`src/dbzp_pkg.sv`:
```
// Shared types, codes and default constants for the DBZP code replica address generator.
`timescale 1ns / 1ps
`default_nettype none

package dbzp_pkg;

  // Default values of the top-level parameters.
  localparam int CODE_LENGTH_DEF = 1023;
  localparam int FRAC_BITS_DEF   = 30;
  localparam int MAX_PRN_DEF     = 63;

  // Fixed field widths.
  localparam int PRN_W   = 6;
  localparam int ADDR_W  = 16;
  localparam int BLK_W   = 12;
  localparam int STEP_W  = 32;
  localparam int SPB_W   = 16;
  localparam int CFG_IDX_W  = 2;
  localparam int CFG_DATA_W = 32;

  // Step fixed-point format of the phase_step register (Q2.30).
  localparam int STEP_FRAC = 30;

  // Action codes of an input item.
  localparam logic ACT_START = 1'b0;
  localparam logic ACT_STEP  = 1'b1;

  // Configuration register indexes.
  localparam logic [CFG_IDX_W-1:0] CFG_PHASE_STEP = 2'd0;
  localparam logic [CFG_IDX_W-1:0] CFG_SPB        = 2'd1;
  localparam logic [CFG_IDX_W-1:0] CFG_NUM_BLOCKS = 2'd2;

  // Register reset values.
  localparam logic [STEP_W-1:0] PHASE_STEP_RST = 32'h2000_0000;
  localparam logic [SPB_W-1:0]  SPB_RST        = 16'd1;
  localparam logic [BLK_W-1:0]  NUM_BLOCKS_RST = 12'd1;

  typedef struct packed {
    logic             action;
    logic [PRN_W-1:0] prn;
  } in_item_t;

  typedef struct packed {
    logic [ADDR_W-1:0] code_address;
    logic              zero_pad;
    logic [BLK_W-1:0]  block_index;
    logic              last;
  } out_item_t;

  // Per-slot control handed to the sequencing units.
  typedef struct packed {
    logic advance;
    logic restart;
  } seq_ctrl_t;

  // Slot position reported by the slot counter.
  typedef struct packed {
    logic             pad;
    logic [BLK_W-1:0] blk;
    logic             seq_end;
  } slot_status_t;

endpackage

`default_nettype wire

```
`src/dbzp_phase_acc.sv`:
```
// Code phase accumulator: chip index modulo the code length plus a fractional phase.
`timescale 1ns / 1ps
`default_nettype none

module dbzp_phase_acc #(
  parameter int CODE_LENGTH = dbzp_pkg::CODE_LENGTH_DEF,
  parameter int FRAC_BITS   = dbzp_pkg::FRAC_BITS_DEF
) (
  input  wire logic                                   clk,
  input  wire logic                                   rst_n,
  input  wire logic [dbzp_pkg::STEP_W-1:0]            phase_step,
  input  wire dbzp_pkg::seq_ctrl_t                    ctrl,
  output logic [((CODE_LENGTH > 1) ? $clog2(CODE_LENGTH) : 1)-1:0] chip_idx
);
  import dbzp_pkg::*;

  localparam int CHIP_W  = (CODE_LENGTH > 1) ? $clog2(CODE_LENGTH) : 1;
  localparam int SSTEP_W = FRAC_BITS + 2;
  localparam int NEXT_W  = FRAC_BITS + 3;
  localparam int SUM_W   = CHIP_W + 3;
  localparam int SH_UP   = (FRAC_BITS >= STEP_FRAC) ? FRAC_BITS - STEP_FRAC : 0;
  localparam int SH_DN   = (FRAC_BITS < STEP_FRAC) ? STEP_FRAC - FRAC_BITS : 0;
  localparam logic [SUM_W-1:0] CL_S = SUM_W'(CODE_LENGTH);

  logic [CHIP_W-1:0]    chip_r, chip_nxt;
  logic [FRAC_BITS-1:0] frac_r, frac_nxt;
  logic [SSTEP_W-1:0]   step_s;
  logic [NEXT_W-1:0]    next_sum;
  logic [SUM_W-1:0]     chip_sum;

  // Rescale the Q2.30 step into this accumulator's fraction width.
  always_comb begin
    if (FRAC_BITS >= STEP_FRAC) begin
      step_s = SSTEP_W'(phase_step) << SH_UP;
    end else begin
      step_s = SSTEP_W'(phase_step >> SH_DN);
    end
  end

  // The carry into the chip index is at most four, so a few conditional
  // subtractions bring the sum back below the code length.
  always_comb begin
    next_sum = NEXT_W'(frac_r) + NEXT_W'(step_s);
    chip_sum = SUM_W'(chip_r) + SUM_W'(next_sum[NEXT_W-1:FRAC_BITS]);
    for (int i = 0; i < 4; i++) begin
      if (chip_sum >= CL_S) begin
        chip_sum = chip_sum - CL_S;
      end
    end
    chip_nxt = CHIP_W'(chip_sum);
    frac_nxt = next_sum[FRAC_BITS-1:0];
  end

  always_ff @(posedge clk) begin
    if (!rst_n || ctrl.restart) begin
      chip_r <= '0;
      frac_r <= '0;
    end else if (ctrl.advance) begin
      chip_r <= chip_nxt;
      frac_r <= frac_nxt;
    end
  end

  assign chip_idx = chip_r;

endmodule

`default_nettype wire

```
`src/dbzp_slot_ctrl.sv`:
```
// Slot, half and block counters that frame the code and zero-pad halves of each block.
`timescale 1ns / 1ps
`default_nettype none

module dbzp_slot_ctrl (
  input  wire logic                         clk,
  input  wire logic                         rst_n,
  input  wire logic [dbzp_pkg::SPB_W-1:0]   samples_per_block,
  input  wire logic [dbzp_pkg::BLK_W-1:0]   num_blocks,
  input  wire dbzp_pkg::seq_ctrl_t          ctrl,
  output dbzp_pkg::slot_status_t            status
);
  import dbzp_pkg::*;

  logic [SPB_W-1:0] slot_r, slot_inc, spb_eff;
  logic [BLK_W-1:0] blk_r, blk_inc, nb_eff;
  logic             pad_r;
  logic             half_end, seq_end;

  always_comb begin
    spb_eff  = (samples_per_block == '0) ? SPB_W'(1) : samples_per_block;
    nb_eff   = (num_blocks == '0) ? BLK_W'(1) : num_blocks;
    slot_inc = slot_r + SPB_W'(1);
    blk_inc  = blk_r + BLK_W'(1);
    // A counter already past a lowered limit ends its half or block at once.
    half_end = (slot_inc >= spb_eff) || (slot_inc == '0);
    seq_end  = half_end && pad_r && ((blk_inc >= nb_eff) || (blk_inc == '0));
  end

  always_ff @(posedge clk) begin
    if (!rst_n || ctrl.restart) begin
      slot_r <= '0;
      pad_r  <= 1'b0;
      blk_r  <= '0;
    end else if (ctrl.advance) begin
      if (seq_end) begin
        slot_r <= '0;
        pad_r  <= 1'b0;
        blk_r  <= '0;
      end else if (half_end) begin
        slot_r <= '0;
        pad_r  <= !pad_r;
        if (pad_r) begin
          blk_r <= blk_inc;
        end
      end else begin
        slot_r <= slot_inc;
      end
    end
  end

  assign status.pad     = pad_r;
  assign status.blk     = blk_r;
  assign status.seq_end = seq_end;

endmodule

`default_nettype wire

```
`src/dbzp_code_replica_address_gen_core.sv`:
```
// Top level of the DBZP code replica address generator: ports, registers and output stage.
`timescale 1ns / 1ps
`default_nettype none

// This block produces read addresses into a C/A chip table for double-block
// zero-padding acquisition. A start transfer (action 0) selects the row of a
// satellite, whose base is (prn - 1) * CODE_LENGTH, and restarts the sequence;
// it yields no result. Each step transfer (action 1) then yields one slot: a
// block is samples_per_block code slots, each reading chip floor(n * step)
// mod CODE_LENGTH of the row, followed by as many zero-pad slots with address
// zero. The final slot of the last block carries last, after which the
// sequence starts again from phase zero. Steps before the first start are
// dropped. A prn of zero counts as 1 and one above MAX_PRN as MAX_PRN; zero
// block sizes or counts count as 1. The block takes one transfer per clock
// cycle while out_ready stays high: an input register and a result register
// frame the logic, whose longest path is the phase add followed by the
// short modulo reduction of the chip index. An accepted item waits in the
// input register; its result is then loaded into the result register and
// presented from there. While a result waits for out_ready, one more input
// transfer is still taken into the input register. The configuration port
// is always ready; registers should be written only while the block is idle.
module dbzp_code_replica_address_gen_core #(
  parameter int CODE_LENGTH = dbzp_pkg::CODE_LENGTH_DEF,
  parameter int FRAC_BITS   = dbzp_pkg::FRAC_BITS_DEF,
  parameter int MAX_PRN     = dbzp_pkg::MAX_PRN_DEF
) (
  input  wire logic                              clk,
  input  wire logic                              rst_n,
  input  wire logic                              in_valid,
  output logic                                   in_ready,
  input  wire dbzp_pkg::in_item_t                in_item,
  output logic                                   out_valid,
  input  wire logic                              out_ready,
  output dbzp_pkg::out_item_t                    out_item,
  input  wire logic                              cfg_valid,
  output logic                                   cfg_ready,
  input  wire logic [dbzp_pkg::CFG_IDX_W-1:0]    cfg_index,
  input  wire logic [dbzp_pkg::CFG_DATA_W-1:0]   cfg_data
);
  import dbzp_pkg::*;

  localparam int CHIP_W = (CODE_LENGTH > 1) ? $clog2(CODE_LENGTH) : 1;
  localparam int PROD_W = PRN_W + 12;

  // Configuration registers.
  logic [STEP_W-1:0] phase_step_r;
  logic [SPB_W-1:0]  spb_r;
  logic [BLK_W-1:0]  num_blocks_r;

  // Input register, sequence state and result register.
  in_item_t          in_item_r;
  logic              s1_valid_r;
  logic              active_r;
  logic [ADDR_W-1:0] row_base_r, row_base_nxt;
  out_item_t         out_item_r, out_item_nxt;
  logic              out_valid_r;

  logic              process, start_en, step_en;
  logic [PRN_W-1:0]  prn_eff;
  logic [CHIP_W-1:0] chip_idx;
  seq_ctrl_t         slot_ctrl, phase_ctrl;
  slot_status_t      status;

  // The item in the input register is worked off whenever the result
  // register is free or is being emptied in the same cycle.
  assign process  = s1_valid_r && (!out_valid_r || out_ready);
  assign start_en = process && (in_item_r.action == ACT_START);
  assign step_en  = process && (in_item_r.action == ACT_STEP) && active_r;
  assign in_ready = !s1_valid_r || process;

  assign cfg_ready = 1'b1;

  always_ff @(posedge clk) begin
    if (!rst_n) begin
      phase_step_r <= PHASE_STEP_RST;
      spb_r        <= SPB_RST;
      num_blocks_r <= NUM_BLOCKS_RST;
    end else if (cfg_valid) begin
      unique case (cfg_index)
        CFG_PHASE_STEP: phase_step_r <= cfg_data;
        CFG_SPB:        spb_r        <= cfg_data[SPB_W-1:0];
        CFG_NUM_BLOCKS: num_blocks_r <= cfg_data[BLK_W-1:0];
        default:        ;
      endcase
    end
  end

  // Sequencing units. The phase only moves on code slots, and it is cleared
  // on a start and after the final slot of a sequence.
  assign slot_ctrl.advance  = step_en;
  assign slot_ctrl.restart  = start_en;
  assign phase_ctrl.advance = step_en && !status.pad;
  assign phase_ctrl.restart = start_en || (step_en && status.seq_end);

  dbzp_slot_ctrl u_slot_ctrl (
    .clk               (clk),
    .rst_n             (rst_n),
    .samples_per_block (spb_r),
    .num_blocks        (num_blocks_r),
    .ctrl              (slot_ctrl),
    .status            (status)
  );

  dbzp_phase_acc #(
    .CODE_LENGTH (CODE_LENGTH),
    .FRAC_BITS   (FRAC_BITS)
  ) u_phase_acc (
    .clk        (clk),
    .rst_n      (rst_n),
    .phase_step (phase_step_r),
    .ctrl       (phase_ctrl),
    .chip_idx   (chip_idx)
  );

  // Row base of the selected satellite, with the prn clamped into range.
  always_comb begin
    prn_eff = in_item_r.prn;
    if (prn_eff == '0) begin
      prn_eff = PRN_W'(1);
    end
    if (prn_eff > PRN_W'(MAX_PRN)) begin
      prn_eff = PRN_W'(MAX_PRN);
    end
    row_base_nxt = ADDR_W'(PROD_W'(prn_eff - PRN_W'(1)) * PROD_W'(CODE_LENGTH));
  end

  always_comb begin
    out_item_nxt.code_address = status.pad ? '0 : ADDR_W'(row_base_r + ADDR_W'(chip_idx));
    out_item_nxt.zero_pad     = status.pad;
    out_item_nxt.block_index  = status.blk;
    out_item_nxt.last         = status.seq_end;
  end

  always_ff @(posedge clk) begin
    if (!rst_n) begin
      s1_valid_r  <= 1'b0;
      active_r    <= 1'b0;
      out_valid_r <= 1'b0;
      row_base_r  <= '0;
    end else begin
      if (in_valid && in_ready) begin
        s1_valid_r <= 1'b1;
      end else if (process) begin
        s1_valid_r <= 1'b0;
      end
      if (start_en) begin
        active_r   <= 1'b1;
        row_base_r <= row_base_nxt;
      end
      if (step_en) begin
        out_valid_r <= 1'b1;
      end else if (out_ready) begin
        out_valid_r <= 1'b0;
      end
    end
  end

  // Payload registers need no reset.
  always_ff @(posedge clk) begin
    if (in_valid && in_ready) begin
      in_item_r <= in_item;
    end
    if (step_en) begin
      out_item_r <= out_item_nxt;
    end
  end

  assign out_valid = out_valid_r;
  assign out_item  = out_item_r;

  // A pad slot always reads address zero.
  assert property (@(posedge clk) disable iff (!rst_n)
    out_valid_r && out_item_r.zero_pad |-> out_item_r.code_address == '0)
    else $error("pad slot carries a nonzero address");

  // The final slot of a sequence always falls in a pad half.
  assert property (@(posedge clk) disable iff (!rst_n)
    out_valid_r && out_item_r.last |-> out_item_r.zero_pad)
    else $error("last flag on a code slot");

  // No result appears before a satellite has been started.
  assert property (@(posedge clk) disable iff (!rst_n)
    !active_r && !out_valid_r |=> !out_valid_r)
    else $error("result produced while inactive");

  // An item held in the input register is not lost or altered while stalled.
  assert property (@(posedge clk) disable iff (!rst_n)
    s1_valid_r && !process |=> s1_valid_r && $stable(in_item_r))
    else $error("stalled input item lost");

endmodule

`default_nettype wire

```
`config.mk`:
```
export PLATFORM = sky130hd
export DESIGN_NAME = dbzp_code_replica_address_gen_core
export DESIGN_NICKNAME = d
export VERILOG_FILES = /design/src/dbzp_pkg.sv /design/src/dbzp_phase_acc.sv /design/src/dbzp_slot_ctrl.sv /design/src/dbzp_code_replica_address_gen_core.sv
export SDC_FILE = /design/constraint.sdc
export NUM_CORES = 1
export LEC_CHECK = 0
export ABC_AREA = 1
export BUFFER_PORTS_ARGS = -buffer_cell sky130_fd_sc_hd__buf_2
export CAP_MARGIN = 20
export CORE_ASPECT_RATIO = 1.4
export CORE_MARGIN = 1
export CORE_UTILIZATION = 40
export DETAILED_ROUTE_END_ITERATION = 12
export PLACE_DENSITY = 0.55
export SYNTH_ARGS = -nofsm -noshare
export SYNTH_HDL_FRONTEND = slang
export SYNTH_HIERARCHICAL = 1
export SYNTH_SLANG_ARGS = --single-unit
```
`constraint.sdc`:
```
create_clock -name clk -period 7.2 [get_ports clk]
set_input_delay 1.08 -clock clk [delete_from_list [all_inputs] [get_ports clk]]
set_output_delay 1.08 -clock clk [all_outputs]
set_load 0.02 [all_outputs]
```
Word level (Yosys, flattened, before mapping)

Cells that the tools add are included.

RAM bits: 0
Bits in latches: 0
Output and inout port bits: 33
Register bits: 185
Bits of input ports: 46
Word-level logic and storage cells: 93
ROM bits: 0
Memories kept: 0

Multiply operators: 1
Order comparisons: 7
Shift-type cells: 0
Add/sub/neg operators: 10
Multiplexer cells: 19
Reduce and logical (&&, ||, !) cells: 35
Bitwise gates (word level): 1
Eq/ne operators: 2
Divide/modulo/power cells: 0

Operators with widths:

| operator                                                                | count |
|---|---|
| 13-bit by 10-bit >= comparator with 1-bit output, second input constant | 4 |
| 12-bit two-way mux                                                      | 4 |
| 16-bit two-way mux                                                      | 3 |
| 13-bit two-way mux                                                      | 3 |
| 13-bit by 10-bit subtractor with 13-bit output, second input constant   | 3 |
| 30-bit by 32-bit adder with 33-bit output                               | 1 |
| 16-bit logical NOT                                                      | 2 |
| 12-bit logical NOT                                                      | 2 |
| 16-bit by 1-bit adder with 16-bit output, second input constant         | 1 |
| 16-bit by 10-bit adder with 16-bit output                               | 1 |
| 16-bit >= comparator                                                    | 1 |
| 7-bit by 11-bit multiplier with 16-bit output, second input constant    | 1 |
| 12-bit by 1-bit adder with 12-bit output, second input constant         | 1 |
| 12-bit >= comparator                                                    | 1 |
| 6-bit two-way mux                                                       | 2 |
| 10-bit by 3-bit adder with 11-bit output                                | 1 |
| 10-bit two-way mux                                                      | 1 |
| 10-bit subtractor, second input constant                                | 1 |
| 1-bit logical AND                                                       | 9 |
| 2-bit AND reduction                                                     | 4 |
| 2-bit nonzero test                                                      | 4 |
| 1-bit logical OR                                                        | 7 |
| 6-bit by 1-bit subtractor with 7-bit output, second input constant      | 1 |
| 6-bit greater-than comparator, second input constant                    | 1 |
| 8 further kinds                                                         | 16 |

Depth between registers and ports, before layout

Gate-level depths: netlist of run 1.

Depth after elaboration: 10
Mapped depth: 53
Depth with buffers taken out: 52

Cells and area by module

The synthesis of run 1 kept the hierarchy.

By module, submodules not included:

| module                             | cells an instance | sequential area each (um^2) | area each (um^2) | instances |
|---|---|---|---|---|
| dbzp_code_replica_address_gen_core | 778               | 2692.6                      | 6222.2           | 1 |
| dbzp_phase_acc                     | 622               | 800.8                       | 3976.3           | 1 |
| dbzp_slot_ctrl                     | 464               | 580.6                       | 2819.0           | 1 |

Worst setup path before layout of run 1

Ideal clock, no wire load.

Path kind: reg2reg
Start point: reg phase_step_r[0]
End point: reg u_phase_acc.chip_r[4], in the netlist u_phase_acc/chip_idx[4]
Data arrival time: 6.522 ns
Setup slack: 0.610 ns
Setup time: 0.067 ns
Data required time: 7.133 ns
Clock period less this slack: 6.590 ns
Path buffers: 1
Stages on the path, launching flop included: 53
Cell sequence: dfxtp_1 > ha_1 > inv_1 > fa_1 > nor2_1 > a211oi_1 > o21ai_0 > a21boi_1 > nor2_1 > nor2_1 > o21ai_1 > a21oi_1 > o21ai_1 > inv_1 > o21ai_1 > a21oi_1 > o21ai_1 > nand3_1 > [17 not listed] > ha_1 > inv_1 > nor3_2 > nand2_2 > nand3_2 > inv_2 > nand2_1 > nand2_1 > ha_1 > nand3_4 > nand2_4 > nand2_1 > nand2_1 > nor2_2 > nand3_1 > nand2_1 > nand2_1 > a21oi_2

Cells in the longest elaborated chain, start to end: 10
Elaborated cells on any way between the ends: 14
Classes of those cells: add/sub (6); order compare (4); mux (4)

Ends and longest elaborated chain:

| item                                                                                                               | RTL line                                   | text |
|---|---|---|
| start, declared                                                                                                    | dbzp_code_replica_address_gen_core.sv:46   | `logic [STEP_W-1:0] phase_step_r;` |
| start signal, assigned                                                                                             | dbzp_code_replica_address_gen_core.sv:80   | `CFG_PHASE_STEP: phase_step_r <= cfg_data;` |
| 30-bit by 32-bit adder with 33-bit output (*)                                                                      | dbzp_phase_acc.sv:43                       | `next_sum = NEXT_W'(frac_r) + NEXT_W'(step_s);` |
| 10-bit by 3-bit adder with 11-bit output (*)                                                                       | dbzp_phase_acc.sv:44                       | `chip_sum = SUM_W'(chip_r) + SUM_W'(next_sum[NEXT_W-1:FRAC_BITS]);` |
| 13-bit by 10-bit subtractor with 13-bit output or 13-bit by 10-bit >= comparator with 1-bit output (tied branches) | dbzp_phase_acc.sv:47, dbzp_phase_acc.sv:46 |  |
| 13-bit two-way mux (*)                                                                                             | dbzp_phase_acc.sv:46                       | `if (chip_sum >= CL_S) begin` |
| 13-bit by 10-bit subtractor with 13-bit output or 13-bit by 10-bit >= comparator with 1-bit output (tied branches) | dbzp_phase_acc.sv:47, dbzp_phase_acc.sv:46 |  |
| 13-bit two-way mux (*)                                                                                             | dbzp_phase_acc.sv:46                       |  |
| 13-bit by 10-bit subtractor with 13-bit output or 13-bit by 10-bit >= comparator with 1-bit output (tied branches) | dbzp_phase_acc.sv:47, dbzp_phase_acc.sv:46 |  |
| 13-bit two-way mux (*)                                                                                             | dbzp_phase_acc.sv:46                       |  |
| 13-bit by 10-bit >= comparator with 1-bit output or 10-bit subtractor (tied branches)                              | dbzp_phase_acc.sv:46, dbzp_phase_acc.sv:47 |  |
| 10-bit two-way mux (*)                                                                                             | dbzp_phase_acc.sv:46                       |  |
| end signal, assigned                                                                                               | dbzp_phase_acc.sv:59                       | `chip_r <= chip_nxt;` |
| end, declared                                                                                                      | dbzp_phase_acc.sv:25                       | `logic [CHIP_W-1:0] chip_r, chip_nxt;` |

Mark *: on every way between the ends. The rest lies on a longest branch, timed or not.
A chain may end at the register's enable or synchronous reset.

Worst setup path in the final report of run 1

Start point: reg phase_step_r[0]
End point: reg u_phase_acc.chip_r[2], in the netlist u_phase_acc/chip_idx[2]

The elaborated chain is that of the path after synthesis.

==> results of run 1 <==
-- how the worst max path moves through the flow --
stage                                      start                                    to  slack [ns]
floorplan           phase_step_r[0]$_SDFFE_PN0P_  u_phase_acc/chip_idx[4]$_SDFFE_PP0P_        0.61
global placement    phase_step_r[0]$_SDFFE_PN0P_  u_phase_acc/chip_idx[4]$_SDFFE_PP0P_        0.20
detailed placement  phase_step_r[0]$_SDFFE_PN0P_  u_phase_acc/chip_idx[4]$_SDFFE_PP0P_       -0.04
CTS                 phase_step_r[0]$_SDFFE_PN0P_  u_phase_acc/chip_idx[4]$_SDFFE_PP0P_        0.06
global route        phase_step_r[0]$_SDFFE_PN0P_  u_phase_acc/chip_idx[2]$_SDFFE_PP0P_      -0.001
finish              phase_step_r[0]$_SDFFE_PN0P_  u_phase_acc/chip_idx[2]$_SDFFE_PP0P_        0.62
-- cells by family after synthesis --
group	synth area share (%)
AO/OA/AOI/OAI	10.81
XOR/XNOR	3.354
buffers and inverters	10.45
AND/OR/NAND/NOR	30.33
adder cells (fa/ha/maj)	13.73
other	0.02881
flip-flops	31.30
-- cells in the mapped netlist, types with 12 or more instances --
cell and count:
sky130_fd_sc_hd__a21oi_1 119, sky130_fd_sc_hd__clkbuf_1 23, sky130_fd_sc_hd__dfxtp_1 148, sky130_fd_sc_hd__edfxtp_1 37, sky130_fd_sc_hd__fa_1 18, sky130_fd_sc_hd__ha_1 114
sky130_fd_sc_hd__inv_1 282, sky130_fd_sc_hd__inv_2 12, sky130_fd_sc_hd__nand2_1 405, sky130_fd_sc_hd__nand2_2 17, sky130_fd_sc_hd__nand3_1 105, sky130_fd_sc_hd__nand4_1 37
sky130_fd_sc_hd__nor2_1 256, sky130_fd_sc_hd__nor2_2 18, sky130_fd_sc_hd__o21ai_0 106, sky130_fd_sc_hd__xnor2_1 13, sky130_fd_sc_hd__xor2_1 35
-- metal layers --
layer	GRT usage (%)	part of all wire (%)	wire [microns]
met3	2.550	3.0	976
met5	0	0	0
met2	37.72	52	16840
met4	7.591	2.4	791
met1	22.96	43	13830
-- area by class of cell --
type | instances | share of cell area (%)
multi-input cells | 1337 | 53.07
flip-flops and latches | 185 | 28.20
inverters | 296 | 7.690
repair buffers | 92 | 3.447
well taps | 395 | 3.421
clock buffers | 20 | 3.317
clock inverters | 12 | 0.8574
-- worst min-delay path, cell delays in order (launching register included) --
cell	delay (ns)
sky130_fd_sc_hd__dfxtp_1	0.31
sky130_fd_sc_hd__nand2_1	0.06
sky130_fd_sc_hd__a21oi_1	0.06
-- flip-flops by register name, summed over array words and instances, names as in the netlist --
name                  flops
s1_valid_r                1
in_item_r                 7
out_item                 30
out_valid                 1
u_slot_ctrl/slot_r       16
num_blocks_r             12
row_base_r               16
u_phase_acc/chip_idx     10
u_phase_acc/frac_r       30
phase_step_r             32
u_slot_ctrl/blk_r        12
active_r                  1
u_slot_ctrl/pad_r         1
spb_r                    16
-- where the power goes --
part	switching, W	internal [W]	total (W)
registers	0.0000234	0.00109	0.00111
logic	0.000967	0.000574	0.00154
clock network	0.000444	0.000527	0.000971
-- what timing repair did --
action                     4_1_cts  5_1_grt
pin swaps                        0        9
resized for setup                1       19
buffers inserted                 0        3
hold buffers                     0        0
gates cloned                     0        0
setup endpoints to repair        3        7
-- stage by stage --
stage | instances | TNS [ns] | power, W
2_1_floorplan | 1864 | 0 | 0.002353
6_report | 2337 | 0 | 0.003627
3_5_place_dp | 2302 | -0.05448 | 0.002682
3_3_place_gp | 2302 | 0 | 0.002669
4_1_cts | 2334 | 0 | 0.003671
5_1_grt | 2337 | -0.001152 | 0.003954
==> load_flow_metrics.sql, run 1 <==
INSERT INTO impl_metrics (metric_group, metric, value, unit) VALUES
('run_status', 'status', 'complete, no violations', ''),
('cts', 'clock_path_buffers', '2', ''),
('synth', 'ys_ff_latch', '185', ''),
('placement', 'place_congestion', '0.8808', ''),
('setup_path', 'reg2reg_slack', '0.62', 'ns'),
('sta', 'maxSlewHeadroom', '32.17', '%'),
('drt', 'route.detailed.wl_per_inst', '13.88', 'microns'),
('synth', 'synthFlopType', 'sky130_fd_sc_hd__dfxtp_1', ''),
('cells_and_area', 'multi_input_gate_area_in_the_final_layout', '7667', 'sq um'),
('cts', 'htreeDepth', '4', ''),
('cts', 'worstSkewPairLatency', '0.45', 'ns'),
('sta', 'final-hold-violation-count', '0', ''),
('setup_path', 'crit_path_top_delay_cell', 'sky130_fd_sc_hd__fa_2', ''),
('grt', 'grt_antenna_before_repair', '0', ''),
('setup_path', 'critPathArrivalTime', '6.95', 'ns'),
('sta', 'post-route-period-util', '91.32', '%'),
('sta', 'timing.fmax', '0.1521', 'GHz'),
('drt', 'drt_pass1_iterations', '5', ''),
('cells_and_area', 'layout_common_cells', 'sky130_fd_sc_hd__nand2_1, sky130_fd_sc_hd__inv_1, sky130_fd_sc_hd__nor2_1', ''),
('sta', 'final-setup-viol-count', '0', ''),
('synth', 'synth_area', '13020', 'sq um'),
('power', 'leakage', '7.211', 'nW'),
('drt', 'drcViolationCount', '0', ''),
('setup_path', 'path_depth', '48', ''),
('synth', 'yosys.area.top_type_share', '22.76', '%'),
('grt', 'global_route_wire_length_before_repair', '53230', 'microns'),
('setup_path', 'endpoint_kind', 'register', ''),
('setup_path', 'rr_endpoint', 'u_phase_acc/chip_idx[2]$_SDFFE_PP0P_', ''),
('worst_hold_path', 'timing.hold.worst.start', 'num_blocks_r[10]$_SDFFE_PN0P_', ''),
('cells_and_area', 'final-seq-area', '4074', 'sq um'),
('floorplan', 'ioPinCount', '79', ''),
('setup_path', 'critPathTopFamily', 'simple AND/OR/NAND/NOR gates', ''),
('cells_and_area', 'share_of_post_route_cells_with_drive_strength_above_1', '11.38', '%'),
('synth', 'synth-seq-area-share', '31.30', '%'),
('synth', 'async_flop_share', '0', '%'),
('drt', 'ant_nets', '0', ''),
('run', 'max_cap_violations', '0', ''),
('synth', 'synth_top_cell_by_area', 'sky130_fd_sc_hd__dfxtp_1', ''),
('drt', 'num_vias', '11605', ''),
('synth', 'synthesis.area_per_instance', '6.984', 'sq um'),
('worst_hold_path', 'timing.hold.worst_path_depth', '2', ''),
('power', 'vdd.ir_drop.worst', '0.0002240', 'V'),
('synth', 'biggest_area_contributors_in_the_synthesized_netlist', 'sky130_fd_sc_hd__dfxtp_1, sky130_fd_sc_hd__nand2_1, sky130_fd_sc_hd__ha_1, sky130_fd_sc_hd__edfxtp_1, sky130_fd_sc_hd__inv_1', ''),
('cells_and_area', 'fillers', '3317', ''),
('cells_and_area', 'finalInstanceArea', '14450', 'sq um'),
('floorplan', 'initial_core_utilization', '40.94', '%'),
('placement', 'post_placement_setup_slack', '-0.04497', 'ns'),
('setup_path', 'cp.required', '7.58', 'ns'),
('sta', 'timing.final.crit_period', '6.575', 'ns'),
('floorplan', 'floorplan.die_area', '33280', 'sq um'),
('setup_path', 'path_max_fanout', '10', ''),
('synth', 'synthCells', '1864', ''),
('drt', 'via_density', '4.966', ''),
('sta', 'worst_slack', '0.6248', 'ns'),
('floorplan', 'num_rows', '77', ''),
('sta', 'report.final.slew_viol_count', '0', ''),
('grt', 'gr-total-overflow', '0', ''),
('floorplan', 'floorplan.die.height', '215.5', 'microns'),
('cts', 'tritoncts', 'done', ''),
('sta', 'worst_slew_pin_slew', '1.011', 'ns'),
('setup_path', 'timing.critical_path.mode_cell', 'sky130_fd_sc_hd__nand2_1', ''),
('grt', 'first_global_vias', '11131', ''),
('setup_path', 'setup.worst_path.start_class', 'register', ''),
('cells_and_area', 'flow.area_growth_from_synthesis', '10.99', '%'),
('floorplan', 'die_x', '154.5', 'microns'),
('drt', 'finalWirelength', '32440', 'microns'),
('cells_and_area', 'post-route-util', '45.44', '%'),
('cts', 'clkSinkCount', '185', ''),
('power', 'pwr_density_cell', '251.0', 'nW/um^2'),
('grt', 'grt_start_max_net_pins', '63', ''),
('cells_and_area', 'diodes', '0', '');
Note: power is estimated with default switching activity, not from simulation.
==> run 2, diff against run 1 <==
- BUFFER_PORTS_ARGS: -buffer_cell sky130_fd_sc_hd__buf_2 -> default
- DONT_BUFFER_PORTS: default -> 1
- PLACE_DENSITY: 0.55 -> default
- PLACE_DENSITY_LB_ADDON: default -> 0.25
==> run 2 against run 1 <==
Against the previous run: sequential power hardly changed; setup slack worse by 0.088 ns; register-to-register slack got worse by 0.09 ns; critical endpoint is now u_phase_acc/chip_idx[4]$_SDFFE_PP0P_.
==> load_flow_metrics.sql, run 2 (synthesis results as in run 1) <==
INSERT INTO impl_metrics (metric_group, metric, value, unit) VALUES
('cells_and_area', 'post-route-util', '44.30', '%'),
('power', 'seq_power_share', '31.2', '%'),
('drt', 'num_vias', '11391', ''),
('cells_and_area', 'diodes', '0', ''),
('cells_and_area', 'multi_input_gate_area_in_the_final_layout', '7676', 'sq um'),
('cells_and_area', 'final-seq-area', '4074', 'sq um'),
('setup_path', 'max_stage_delay', '0.42', 'ns'),
('cts', 'cts_root_buffer', 'sky130_fd_sc_hd__clkbuf_16', ''),
('floorplan', 'ioPinCount', '79', ''),
('grt', 'grt_antenna_before_repair', '0', ''),
('sta', 'timing.clock.skew', '0.009695', 'ns'),
('setup_path', 'worstRegToRegCells', '48', ''),
('setup_path', 'timing.setup.critical_path_class', 'reg -> reg', ''),
('run_status', 'status', 'complete, no violations', ''),
('setup_path', 'critPathArrivalTime', '7.04', 'ns'),
('grt', 'gr-total-overflow', '0', ''),
('worst_hold_path', 'timing.hold.worst.start', 'num_blocks_r[11]$_SDFFE_PN0P_', ''),
('sta', 'timing.final.crit_period', '6.663', 'ns'),
('drt', 'route.detailed.wl_per_inst', '14.36', 'microns'),
('setup_path', 'reg2reg_slack', '0.54', 'ns'),
('power', 'leakage', '6.910', 'nW'),
('drt', 'ant_nets', '0', ''),
('worst_hold_path', 'timing.hold.worst_path_depth', '2', ''),
('floorplan', 'core_region_area', '31790', 'sq um'),
('worst_hold_path', 'worstHoldPathType', 'reg -> reg', ''),
('cells_and_area', 'layout_common_cells', 'sky130_fd_sc_hd__nand2_1, sky130_fd_sc_hd__inv_1, sky130_fd_sc_hd__nor2_1', ''),
('power', 'clkPwrFrac', '26.7', '%'),
('cells_and_area', 'layout.cells.non_filler', '2261', ''),
('cts', 'worstSkewPairLatency', '0.45', 'ns'),
('floorplan', 'num_rows', '77', ''),
('cts', 'clkSinkCount', '185', ''),
('power', 'vdd.ir_drop.worst', '0.0002140', 'V'),
('sta', 'maxSlewHeadroom', '42.55', '%'),
('power', 'internal_power', '0.002193', 'W'),
('floorplan', 'initial_core_utilization', '40.94', '%'),
('setup_path', 'crit_path_top_delay_cell', 'sky130_fd_sc_hd__fa_2', ''),
('sta', 'timing.fmax', '0.1501', 'GHz'),
('cells_and_area', 'flow.area_growth_from_synthesis', '8.199', '%'),
('worst_hold_path', 'timing.hold.worst_endpoint', 'num_blocks_r[11]$_SDFFE_PN0P_', ''),
('cells_and_area', 'finish.net_count', '2032', ''),
('drt', 'drt_pass1_iterations', '8', ''),
('placement', 'placed_cells', '2224', ''),
('floorplan', 'floorplan.die_area', '33280', 'sq um'),
('power', 'net-switching-power', '0.001382', 'W'),
('cts', 'clock_transition_at_the_registers_of_the_reported_paths', '0.07', 'ns'),
('cells_and_area', 'largest_reg_flops', '32', ''),
('setup_path', 'cp.required', '7.58', 'ns'),
('sta', 'final-hold-violation-count', '0', ''),
('setup_path', 'setup.worst_path.start_class', 'register', ''),
('run', 'max_cap_violations', '0', ''),
('sta', 'worst_slew_pin_slew', '0.8608', 'ns'),
('grt', 'first_global_vias', '10993', ''),
('power', 'pwr_density_cell', '253.8', 'nW/um^2'),
('grt', 'grt_start_max_net_pins', '63', ''),
('sta', 'post-route-period-util', '92.55', '%'),
('setup_path', 'rr_endpoint', 'u_phase_acc/chip_idx[4]$_SDFFE_PP0P_', ''),
('cts', 'tritoncts', 'done', ''),
('sta', 'hold-worst-slack', '0.4655', 'ns'),
('drt', 'via_density', '5.038', ''),
('cells_and_area', 'regMostFlops', 'phase_step_r', ''),
('grt', 'global_route_wire_length_before_repair', '53520', 'microns'),
('placement', 'place_hpwl', '24990', 'microns'),
('power', 'power.combinational.fraction', '42.1', '%'),
('drt', 'finalWirelength', '32470', 'microns'),
('cts', 'clock_path_buffers', '2', ''),
('placement', 'place_congestion', '0.9244', ''),
('setup_path', 'path_max_fanout', '10', ''),
('floorplan', 'die_x', '154.5', 'microns'),
('cts', 'htreeDepth', '4', ''),
('cells_and_area', 'layout_commonest_cell', 'sky130_fd_sc_hd__nand2_1', ''),
('setup_path', 'endpoint_kind', 'register', ''),
('floorplan', 'floorplan.die.height', '215.5', 'microns'),
('cells_and_area', 'fillers', '3318', ''),
('placement', 'portBuffers', '0', ''),
('grt', 'grt_use_total', '20.15', '%'),
('setup_path', 'rr_startpoint', 'u_phase_acc/frac_r[0]$_SDFFE_PP0P_', ''),
('sta', 'final-setup-viol-count', '0', ''),
('drt', 'dr.first_iter.drc_count', '481', ''),
('cts', 'cts-hold-fix-buffers', '0', ''),
('cells_and_area', 'share_of_post_route_cells_with_drive_strength_above_1', '7.610', '%'),
('power', 'swShare', '38.65', '%'),
('drt', 'drcViolationCount', '0', ''),
('cts', 'cts_buffers', '17', ''),
('setup_path', 'timing.critical_path.mode_cell', 'sky130_fd_sc_hd__nand2_1', ''),
('sta', 'report.final.slew_viol_count', '0', '');
[run 2: cell types whose count changed in the layout (fill, tap and decap cells not counted), sizes merged]
cell / change
clkinv: +1
inv: -3
bufinv: +1
clkbuf: +3
buf: -75
clkinvlp: -3
[run 2: worst max path at each step]
stage                                  startpoint                              endpoint  slack, ns
2_1_floorplan        phase_step_r[0]$_SDFFE_PN0P_  u_phase_acc/chip_idx[4]$_SDFFE_PP0P_       0.61
3_3_place_gp         phase_step_r[0]$_SDFFE_PN0P_  u_phase_acc/chip_idx[4]$_SDFFE_PP0P_      -0.03
3_5_place_dp   u_phase_acc/frac_r[0]$_SDFFE_PP0P_  u_phase_acc/chip_idx[4]$_SDFFE_PP0P_      -0.25
4_1_cts        u_phase_acc/frac_r[0]$_SDFFE_PP0P_  u_phase_acc/chip_idx[4]$_SDFFE_PP0P_       0.03
5_1_grt        u_phase_acc/frac_r[0]$_SDFFE_PP0P_  u_phase_acc/chip_idx[2]$_SDFFE_PP0P_     -0.004
6_report       u_phase_acc/frac_r[0]$_SDFFE_PP0P_  u_phase_acc/chip_idx[4]$_SDFFE_PP0P_       0.54
[run 2: power groups by stage]
stage	logic (W)	registers, W	clock network, W
4_1_cts	0.00152	0.00112	0.000977
3_5_place_dp	0.00151	0.00114	0
2_1_floorplan	0.00122	0.00113	0
3_3_place_gp	0.00149	0.00114	0
5_1_grt	0.00175	0.00112	0.00102
6_report	0.00150	0.00112	0.000955
[run 2: layout make-up]
cell class / instances / area share (%)
multi-input combinational: 1337 / 54.50
sequential: 185 / 28.92
inverter: 296 / 7.888
tap: 395 / 3.509
clock buffer: 23 / 3.331
timing repair buffer: 17 / 1.048
clock inverter: 8 / 0.7995
[run 2: per-stage QoR]
| step | instance area [sq um] | TNS [ns] | power, W | setup WS [ns] |
|---|---|---|---|---|
| after CTS | 13940 | 0 | 0.003611 | 0.03307 |
| after global routing | 14080 | -0.007138 | 0.003890 | -0.003670 |
| final | 14080 | 0 | 0.003575 | 0.5367 |
| after detailed placement | 13350 | -1.036 | 0.002646 | -0.2479 |
| after global placement | 13350 | -0.04862 | 0.002625 | -0.02923 |
| after floorplan | 13020 | 0 | 0.002353 | 0.6104 |
[run 2: worst max-delay path, delay by kind of cell (launching register included)]
family,cells,cell delay [ns]
xor+xnor,1,0.17
simple gates,24,2.51
fa+ha+maj,7,1.76
buf+inv,6,0.39
flops,1,0.34
compound gates,10,1.42
[run 2: per-layer routing]
layer | share of wire, % | global-route usage (%)
met1 | 41 | 21.66
met3 | 3.4 | 3.574
met4 | 3.2 | 8.218
met5 | 0 | 0
met2 | 52 | 38.28
[run 2: timing repair]
action | CTS | global route
pin swaps | 0 | 9
resized for setup | 3 | 19
endpoints found under the setup margin | 6 | 7
gates cloned | 0 | 0
setup buffers | 0 | 5
